--- src/rtl/rzdd_pkg.sv ---
// Shared types and constants for the rolling z-score deviation detector.
`timescale 1ns / 1ps
`default_nettype none

package rzdd_pkg;

  // Configuration register indexes
  localparam logic CFG_WINDOW_PERIOD = 1'b0;
  localparam logic CFG_Z_THRESHOLD   = 1'b1;

  // Reset values of the configuration registers
  localparam logic [4:0]  PERIOD_RESET    = 5'd20;
  localparam logic [15:0] THRESHOLD_RESET = 16'd8192;

  // Arithmetic constants
  localparam int          DIGIT_BITS = 16;      // multiplier digit per cycle
  localparam int          ROOT_BITS  = 16;      // confidence search bits
  localparam int          LHS_SHIFT  = 24;      // 2^24 scale of the threshold test
  localparam int          TGT_SHIFT  = 52;      // 2^52 scale of the confidence test
  localparam logic [15:0] CONF_ONE   = 16'd32768;

  // Sample beat
  typedef struct packed {
    logic [5:0]  channel_index;
    logic [31:0] mid_price;
    logic [47:0] sample_time;
  } in_beat_t;

  // Result beat
  typedef struct packed {
    logic [5:0]  result_channel;
    logic        direction;
    logic [15:0] confidence;
    logic [47:0] result_time;
  } out_beat_t;

  // Operand pairs of the shared multiplier
  typedef enum logic [2:0] {
    MSEL_XX,   // sample squared
    MSEL_NQ,   // count times sum of squares
    MSEL_SS,   // sum squared
    MSEL_MM,   // deviation squared
    MSEL_VT    // variance term times threshold squared
  } mul_sel_t;

  // Commands from the controller to the datapath
  typedef struct packed {
    logic     cap;
    logic     upd;
    logic     fetch;
    logic     acc;
    logic     mul_start;
    mul_sel_t mul_sel;
    logic     q_add;
    logic     v_load;
    logic     v_sub;
    logic     mag_load;
    logic     d2_load;
    logic     w_load;
    logic     root_step;
    logic     emit;
  } cmd_t;

  // Status from the datapath to the controller
  typedef struct packed {
    logic in_range;
    logic short_win;
    logic k_last;
    logic mul_busy;
    logic v_zero;
    logic over;
    logic thr_zero;
    logic root_last;
    logic out_busy;
  } status_t;

endpackage

`default_nettype wire

--- src/rtl/rzdd_ctrl.sv ---
// Controller state machine sequencing one sample through the datapath.
`timescale 1ns / 1ps
`default_nettype none

module rzdd_ctrl (
  input  wire logic             clk,
  input  wire logic             rst,
  input  wire logic             sample_valid,
  output logic                  idle,
  input  wire rzdd_pkg::status_t st,
  output rzdd_pkg::cmd_t        cmd
);

  typedef enum logic [4:0] {
    S_IDLE, S_UPD, S_FETCH, S_ACC, S_SQW,
    S_NQ, S_NQW, S_SS, S_SSW, S_VCHK,
    S_MM, S_MMW, S_VT, S_VTW, S_CMP,
    S_ROOT, S_EMIT
  } state_t;

  state_t state, state_next;

  // Hold state
  always_ff @(posedge clk) begin
    if (rst) begin
      state <= S_IDLE;
    end else begin
      state <= state_next;
    end
  end

  assign idle = (state == S_IDLE);

  // Decode commands and next state
  always_comb begin
    cmd        = '0;
    cmd.mul_sel = rzdd_pkg::MSEL_XX;
    state_next = state;
    unique case (state)
      S_IDLE: begin
        cmd.cap = sample_valid;
        if (sample_valid && st.in_range) state_next = S_UPD;
      end
      S_UPD: begin
        cmd.upd = 1'b1;
        state_next = st.short_win ? S_IDLE : S_FETCH;
      end
      S_FETCH: begin
        cmd.fetch  = 1'b1;
        state_next = S_ACC;
      end
      S_ACC: begin
        cmd.acc       = 1'b1;
        cmd.mul_start = 1'b1;
        cmd.mul_sel   = rzdd_pkg::MSEL_XX;
        state_next    = S_SQW;
      end
      S_SQW: begin
        if (!st.mul_busy) begin
          cmd.q_add  = 1'b1;
          state_next = st.k_last ? S_NQ : S_FETCH;
        end
      end
      S_NQ: begin
        cmd.mul_start = 1'b1;
        cmd.mul_sel   = rzdd_pkg::MSEL_NQ;
        state_next    = S_NQW;
      end
      S_NQW: begin
        if (!st.mul_busy) begin
          cmd.v_load = 1'b1;
          state_next = S_SS;
        end
      end
      S_SS: begin
        cmd.mul_start = 1'b1;
        cmd.mul_sel   = rzdd_pkg::MSEL_SS;
        state_next    = S_SSW;
      end
      S_SSW: begin
        if (!st.mul_busy) begin
          cmd.v_sub  = 1'b1;
          state_next = S_VCHK;
        end
      end
      S_VCHK: begin
        if (st.v_zero) begin
          state_next = S_IDLE;
        end else begin
          cmd.mag_load = 1'b1;
          state_next   = S_MM;
        end
      end
      S_MM: begin
        cmd.mul_start = 1'b1;
        cmd.mul_sel   = rzdd_pkg::MSEL_MM;
        state_next    = S_MMW;
      end
      S_MMW: begin
        if (!st.mul_busy) begin
          cmd.d2_load = 1'b1;
          state_next  = S_VT;
        end
      end
      S_VT: begin
        cmd.mul_start = 1'b1;
        cmd.mul_sel   = rzdd_pkg::MSEL_VT;
        state_next    = S_VTW;
      end
      S_VTW: begin
        if (!st.mul_busy) begin
          cmd.w_load = 1'b1;
          state_next = S_CMP;
        end
      end
      S_CMP: begin
        priority if (!st.over) state_next = S_IDLE;
        else if (st.thr_zero)  state_next = S_EMIT;
        else                   state_next = S_ROOT;
      end
      S_ROOT: begin
        cmd.root_step = 1'b1;
        if (st.root_last) state_next = S_EMIT;
      end
      S_EMIT: begin
        if (!st.out_busy) begin
          cmd.emit   = 1'b1;
          state_next = S_IDLE;
        end
      end
      default: state_next = S_IDLE;
    endcase
  end

endmodule

`default_nettype wire

--- config.mk ---
export PLATFORM = sky130hd
export DESIGN_NAME = rzdd_ctrl
export DESIGN_NICKNAME = d
export VERILOG_FILES = /design/src/rtl/rzdd_pkg.sv /design/src/rtl/rzdd_ctrl.sv
export SDC_FILE = /design/constraint.sdc
export NUM_CORES = 1
export LEC_CHECK = 0
export BUFFER_PORTS_ARGS = -buffer_cell sky130_fd_sc_hd__buf_2
export CAP_MARGIN = 20
export CORE_UTILIZATION = 50
export DETAILED_ROUTE_END_ITERATION = 6
export GPL_ROUTABILITY_DRIVEN = 0
export GPL_TIMING_DRIVEN = 0
export PLACE_DENSITY = 0.89
export SLEW_MARGIN = 20
export SYNTH_ARGS = -nofsm -noshare
export SYNTH_HDL_FRONTEND = slang
export SYNTH_SLANG_ARGS = --single-unit
--- constraint.sdc ---
create_clock -name clk -period 3.2 [get_ports clk]
set_input_delay 0.48 -clock clk [delete_from_list [all_inputs] [get_ports clk]]
set_output_delay 0.48 -clock clk [all_outputs]
set_load 0.02 [all_outputs]
* Yosys cells after proc, flatten, opt, wreduce, memory -nomap -nowiden *
Index checks and enable logic that the tools add are counted.

word-level totals
  register bits = 5
  latch bits = 0
  bits in writable memories = 0
  ROM bits = 0
  input port bits = 12
  output and inout bits = 17
  word-level logic and storage cells = 58
  memories kept = 0

operators by class
  add/subtract/negate cells = 0
  multiply operators = 0
  divide/modulo/power cells = 0
  order comparisons = 0
  equality and inequality tests = 24
  shift operators = 0
  mux-type cells = 30
  bitwise logic cells = 0
  reductions and logical operators = 3

operator list
  operator              number
  $pmux W5 S17          1
  $mux W5               10
  $eq A5 B4 Y1 const B  8
  $eq A5 B3 Y1 const B  4
  $pmux W4 S5           1
  $mux W1               15
  $ne A2 B2 Y1 const B  7
  $eq A5 B2 Y1 const B  2
  $reduce_and A8 Y1     1
  $eq A5 B1 Y1 const B  1
  $eq A5 B5 Y1 const B  1
  $logic_not A5 Y1      1
  $mux W4               1
  $mux W3               1
  $mux W2               1
  $ne A2 B1 Y1 const B  1
  $logic_and A1 B1 Y1   1

* Depth between registers and ports, before layout *
Gate-level depths: netlist of run 1.

  word-level depth = 3
  mapped depth = 7

* Worst setup path before layout of run 1 *
Ideal clock, no wire load.

  path type = register to output
  from = reg state[0]
  to = out cmd[11] in the netlist's numbering
  arrival = 1509 ps
  data required time = 2720 ps
  setup slack = 1211 ps
  cell stages (with the launch flop) = 5
  cells stage by stage = dfxtp_1 buf_6 clkbuf_1 a21oi_1 nor4b_1

RTL lines
  element                   RTL line         source
  start: declaration        rzdd_ctrl.sv:21  state_t state, state_next;
  start signal: assignment  rzdd_ctrl.sv:28  state <= state_next;
  end: declaration          rzdd_ctrl.sv:11  output rzdd_pkg::cmd_t cmd

==> results of run 1 <==
stage by stage:
stage | util (%) | hold slack (ns)
floorplan | - | 0.528
global placement | 70.5 | 0.581
detailed placement | 70.5 | 0.589
CTS | 72.7 | 0.509
global route | 72.7 | 0.518
finish | 72.7 | 0.520
kinds of logic after synthesis:
family                 count (synthesis)
AOI/OAI and AO/OA                     25
DFF                                    5
and+or+nand+nor                       55
buffers and inverters                 13
muxes                                  2
power groups by stage:
stage / combinational [uW] / sequential, uW / clock, uW
3_5_place_dp: 492 / 94.7 / 0
3_3_place_gp: 481 / 93.9 / 0
4_1_cts: 495 / 93.8 / 73.9
5_1_grt: 546 / 95.6 / 77.6
6_report: 499 / 94.3 / 72.5
2_1_floorplan: 380 / 92.5 / 0
layout make-up:
| class | count | area, um^2 |
|---|---|---|
| multi-input combinational | 82 | 512 |
| tap | 14 | 17.5 |
| buffer | 8 | 47.5 |
| clock buffer | 4 | 26.3 |
| sequential | 5 | 100 |
| fill | 116 | 324 |
| timing repair buffer | 28 | 140 |
| inverter | 5 | 18.8 |
worst paths after layout:
path / from / to / slack (ns) / depth (start not counted)
setup / recovery: state[0] / cmd[8] / 0.93 / 6
hold / removal: st[0] / state[4] / 0.52 / 3
setup reg to reg: state[2] / state[3] / 1.42 / 6
hold reg to reg: state[2] / state[2] / 0.60 / 2
synth_stat cells (2+ instances only):
| cell type | number | area share [%] |
|---|---|---|
| nor2_1 | 12 | 6.6 |
| nor3_1 | 12 | 8.9 |
| a21oi_1 | 7 | 5.2 |
| nand2_1 | 6 | 3.3 |
| nand2b_1 | 6 | 5.5 |
| dfxtp_1 | 5 | 15 |
| inv_1 | 5 | 2.8 |
| a221oi_1 | 3 | 3.9 |
| clkbuf_1 | 3 | 1.7 |
| nor2b_1 | 3 | 2.8 |
| buf_2 | 2 | 1.5 |
| buf_4 | 2 | 2.2 |
| mux2_2 | 2 | 3.3 |
| nand4_1 | 2 | 1.8 |
| o21ai_0 | 2 | 1.5 |
| or3_1 | 2 | 1.8 |
cells in the final DEF, fill, tap and decap left out, drive strengths merged:
master / instances
a21oi: 7
a31o: 1
nor3: 13
o221ai: 1
a2bb2oi: 1
nand4: 2
a221oi: 3
or3b: 1
dfxtp: 5
nand2b: 7
a21o: 1
o21a: 1
and2: 1
o211a: 1
nand2: 6
inv: 5
nor3b: 1
o31ai: 1
o211ai: 1
or3: 3
nor4: 1
a31oi: 1
buf: 33
o32ai: 1
nand3: 1
or2: 2
o21ai: 3
nor4b: 1
nor2: 12
or4: 1
o22a: 1
clkbuf: 7
mux2: 2
o22ai: 1
nor2b: 3
per-layer routing:
layer  GRT usage, %  vias up
met5              0        -
met4           5.17        0
met3           1.73        2
met2           46.7       49
met1           33.0      403
li1               -      430
tightest hold or removal path: stages:
cell and delay [ns]:
buf_2 0.11, inv_1 0.04, o32ai_1 0.07
==> summary.md, run 1 <==
| Metric | Value |
|---|---|
| Simple-Gate Fraction of Synth Area | `45.9%` |
| Post-CTS Setup Repair Bufs | `0` |
| DRT iter0 DRCs | `44` |
| GRT Total Usage | `25.8%` |
| Post-DP HPWL | `1450 um` |
| Max FFs per register | `5` |
| Lkg Pwr | `slightly below 0.0004 uW` |
| Number of global-route vias before repair | `648` |
| Post-DP Area | `836 um^2` |
| EDFF count, synth | `0` |
| TNS Setup | `0 ns` |
| Drt wl/cell | `12.7 um` |
| Synth cell types | `42` |
| Total power after layout | `665 uW` |
| Critical Path Max Stage Delay | `0.36 ns` |
| Top flop regs | `state (5)` |
| First-pass GRT wire length | `2760 um` |
| Final slew viol count | `0` |
| Largest net degree at the start of global routing | `11` |
| Mapped Nets | `between 100 and 150` |
| Critical path's slowest cell | `clkbuf_1` |
| CP Data Required Time | `2.72 ns` |
| Final instance area | `862 um^2` |
| F_max | `440 MHz` |
| Post-Synth Adder-Cell Area | `0%` |
| Path category of the worst min-delay check | `in -> reg` |
| CP bufs+invs | `3` |
| ANT cells | `0` |
| CTS Buf Count | `3` |
| # clock sinks | `5` |
| Residual DRC | `0` |
| NumNets Final | `145` |
| Post-route minimum period | `between 2 and 2.5 ns` |
| Switching power | `345 uW` |
| Total core area | `between 0.001 and 0.0015 mm^2` |
| Post-CTS Hold Buffers | `0` |
| Worst slew margin | `70.4%` |
| Rows | `12` |
| Power Density | `772 mW/mm^2` |
| ANT nets after route | `0` |
| Routed wl met2 | `868 um` |
| Synth Area in Compound Gates | `26.2%` |
| Clk network pwr share | `10.9%` |
| Seq/Total Area, Yosys | `14.8%` |
| Final period util | `71.0%` |
| Synth Area in XOR/XNOR | `0%` |
| Critical path class | `reg -> out` |
| Avg Vias per Cell | `6.05` |
| Final Worst Setup Slack | `~0.93 ns` |
| Height of the die | `38.8 um` |
| Clock Tree Buf Depth | `2` |
| Number of gates resized after CTS | `0` |
| Crit path max-delay family | `buffers and inverters` |
| Pre-CTS setup slack | `1.19 ns` |
| CP startpoint kind | `flop` |
| Largest family of logic cells by synthesized area | `simple AND/OR/NAND/NOR gates` |
| Routed wire length on met3 | `155 um` |
| Initial antenna violation count | `0` |
| GRT overflow | `0` |
| IO Count | `29` |
| Mux cell area share after synthesis | `3.32%` |
| CP cell instances | `buf_6 > clkbuf_1 > nand2b_1 > o22a_1 > nor2_1 > buf_2` |
| Syn. warnings | `0` |
| 1st-pass router iterations | `4` |
| Non-filler cells, final | `146` |
| Cells after Synth | `100` |
| Via count | `884` |
| Flop pwr share | `14.2%` |
| Syn_area_per_cell | `6.78 um^2` |
| Ys async rst share | `0%` |
| RSZ-0062 raised after global routing | `no` |
| Worst Max-Slew Pin Slew | `0.445 ns` |
| VDD IR max | `0.000400 V` |
| Die area | `0.00151 mm^2` |
| H-tree depth | `1` |
| Skew-Pair Late Insertion Delay | `0.24 ns` |
| Reg with most FFs | `state` |
| Max_cap viols | `0` |
| Combinational share of power | `74.9%` |
| Int Power | `between 300 and 400 uW` |
| Chip width | `38.8 um` |
| Port buffer count | `28` |
| Netlist Area Pre-Place | `between 600 and 700 um^2` |
| Worst EP arrival | `between 1.5 and 2 ns` |
| Clk_skew | `roughly 0.00013 ns` |
| Switching part of the total | `51.8%` |
| Clock-pin slew on the worst setup and hold paths | `0.04 ns` |
| Root Driver | `clkbuf_4` |
| Final Setup Violations | `0` |
| CP Max Fanout | `10` |
| Setup crit end kind | `primary output` |
| Share of cells above drive strength 1 | `34.1%` |
| FF+latch count, synth | `5` |
| WL met1 | `819 um` |
| WL final | `1850 um` |
| Status | `complete, no violations` |
| TritonCTS clock tree | `built` |
| Placed Instances | `between 100 and 150` |
| Final hold viol count | `0` |
| Initial Util | `57.2%` |
| Top layer reached by signal wires | `met4` |
| Synth-to-layout area growth | `27.1%` |
| Post-synth top flop | `dfxtp_1` |
(Power assumes the default switching activity.)
==> run 2: changes to the inputs <==
- CORE_UTILIZATION: 50 -> 46
- PLACE_DENSITY: 0.89 -> 0.84
- clock period: 3.2 -> 2.3 ns (I/O delays scaled with it)
==> run 2 against run 1 <==
Effect of this change:
- sequential cell count is the same
- largest cell class unchanged
- wire length grew 6.7%
- clock skew grew 0.0042 ns
- worst setup slack lost 0.77 ns
- non-clock buffer count is the same
- combinational power grew 40%
- clock-buffer cell count is the same
- total power grew 40%
- largest power group unchanged
- first-iteration DRC count shrank 43%
- cell count grew 0.68%
==> summary.md, run 2 (synthesis results as in run 1) <==
| Metric | Value |
|---|---|
| Status | `complete, no violations` |
| RSZ-0062 raised after global routing | `no` |
| Critical path's slowest cell | `clkbuf_1` |
| F_max | `467 MHz` |
| Worst slew margin | `a little over two thirds` |
| Final period util | `93.2%` |
| Share of cells above drive strength 1 | `34.1%` |
| TNS Setup | `0 ns` |
| Post-route minimum period | `2.14 ns` |
| Worst Max-Slew Pin Slew | `approximately 0.44 ns` |
| Final slew viol count | `0` |
| Die area | `0.00163 mm^2` |
| Crit path max-delay family | `buffers and inverters` |
| CP bufs+invs | `3` |
| Port buffer count | `28` |
| Worst EP arrival | `1.80 ns` |
| Path category of the worst min-delay check | `in -> reg` |
| Top flop regs | `state (5)` |
| Largest net degree at the start of global routing | `11` |
| Residual DRC | `0` |
| H-tree depth | `1` |
| Critical path class | `reg -> out` |
| Drt wl/cell | `13.4 um` |
| Clk_skew | `0.00429 ns` |
| Post-CTS Setup Repair Bufs | `0` |
| Synth-to-layout area growth | `27.3%` |
| GRT Total Usage | `25.6%` |
| Root Driver | `clkbuf_4` |
| Height of the die | `about 40 um` |
| Setup crit end kind | `primary output` |
| Post-CTS Hold Buffers | `0` |
| Avg Vias per Cell | `between 5 and 6` |
| Chip width | `40.4 um` |
| Clock Tree Buf Depth | `2` |
| Final Setup Violations | `0` |
| IO Count | `29` |
| CP cell instances | `buf_6 > clkbuf_1 > nand2b_1 > a2bb2oi_1 > nor3_1 > buf_2` |
| CP Data Required Time | `1.96 ns` |
| Total core area | `around 0.0013 mm^2` |
| Initial Util | `between 50% and 60%` |
| CTS Buf Count | `3` |
| ANT nets after route | `0` |
| Via count | `approximately 870` |
| Number of global-route vias before repair | `roughly 700` |
| Most common cell after layout, fill and taps aside | `buf_2` |
| Most frequent cells in the layout | `buf_2, nor3_1, nor2_1` |
| Number of gates resized after CTS | `0` |
| Non-filler cells, final | `147` |
| TritonCTS clock tree | `built` |
| ANT cells | `0` |
| 1st-pass router iterations | `4` |
| NumNets Final | `about 150` |
| DRT iter0 DRCs | `25` |
| Final hold viol count | `0` |
| # clock sinks | `5` |
| Lkg Pwr | `0.000386 uW` |
| Reg with most FFs | `state` |
| CP startpoint kind | `flop` |
| Skew-Pair Late Insertion Delay | `0.24 ns` |
| GRT overflow | `0` |
| Clock-pin slew on the worst setup and hold paths | `0.04 ns` |
| Placed Instances | `between 100 and 150` |
| CP Max Fanout | `10` |
| Initial antenna violation count | `0` |
| WL final | `1970 um` |
| Power Density | `1080 mW/mm^2` |
| Post-DP HPWL | `1460 um` |
| Critical Path Max Stage Delay | `0.36 ns` |
| Number of fill cells | `127` |
| VDD IR max | `about 0.00054 V` |
| Max FFs per register | `5` |
| Max_cap viols | `0` |
| Rows | `13` |
| First-pass GRT wire length | `~2900 um` |
==> run 2: final timing paths <==
check	from	to	slack [ns]	depth (start not counted)
hold reg to reg	state[2]	state[2]	0.62	2
setup / recovery	state[0]	cmd[9]	0.16	6
hold / removal	rst	state[2]	0.37	2
setup reg to reg	state[2]	state[3]	0.50	5
==> run 2: report_power, final <==
part	internal [uW]	switching [uW]	leakage (uW)
Combinational	268	430	0.000330
Sequential	113	19.7	0.0000410
Clock	65.5	35.1	0.0000150
==> run 2: per-stage QoR <==
stage | power (uW) | util, % | hold WS (ns) | instance area [um^2] | setup WS [ns]
after floorplan | 658 | - | 0.424 | 678 | 0.446
after global placement | 805 | 62.8 | 0.587 | 837 | 0.487
after detailed placement | 814 | 62.8 | 0.583 | 837 | 0.467
after CTS | 920 | 64.7 | 0.370 | 863 | 0.199
after global routing | 1010 | 64.7 | 0.387 | 863 | 0.0972
final | 932 | 64.7 | 0.373 | 863 | 0.157
==> run 2: cell type report <==
cell class	count	area, um^2	share of cell area (%)
buffer	8	47.5	5.51
tap	15	18.8	2.17
timing repair buffer	28	140	16.2
sequential	5	100	11.6
multi-input combinational	82	512	59.3
inverter	5	18.8	2.17
clock buffer	4	26.3	3.04
==> run 2: worst reg2reg max path: cells and delay by family, from the launching register on <==
| kind | cells | cell delay [ns] |
|---|---|---|
| simple gates | 2 | 0.58 |
| mux | 1 | 0.36 |
| flops | 1 | 0.38 |
| compound gates | 1 | 0.12 |
| buf+inv | 1 | 0.24 |
==> run 2: per-layer routing <==
metal	routed length, um	global-route usage, %	vias up
met5	0	0	-
met4	25	5.00	0
met3	129	4.44	4
met2	949	46.8	46
met1	866	30.7	388
li1	-	-	430
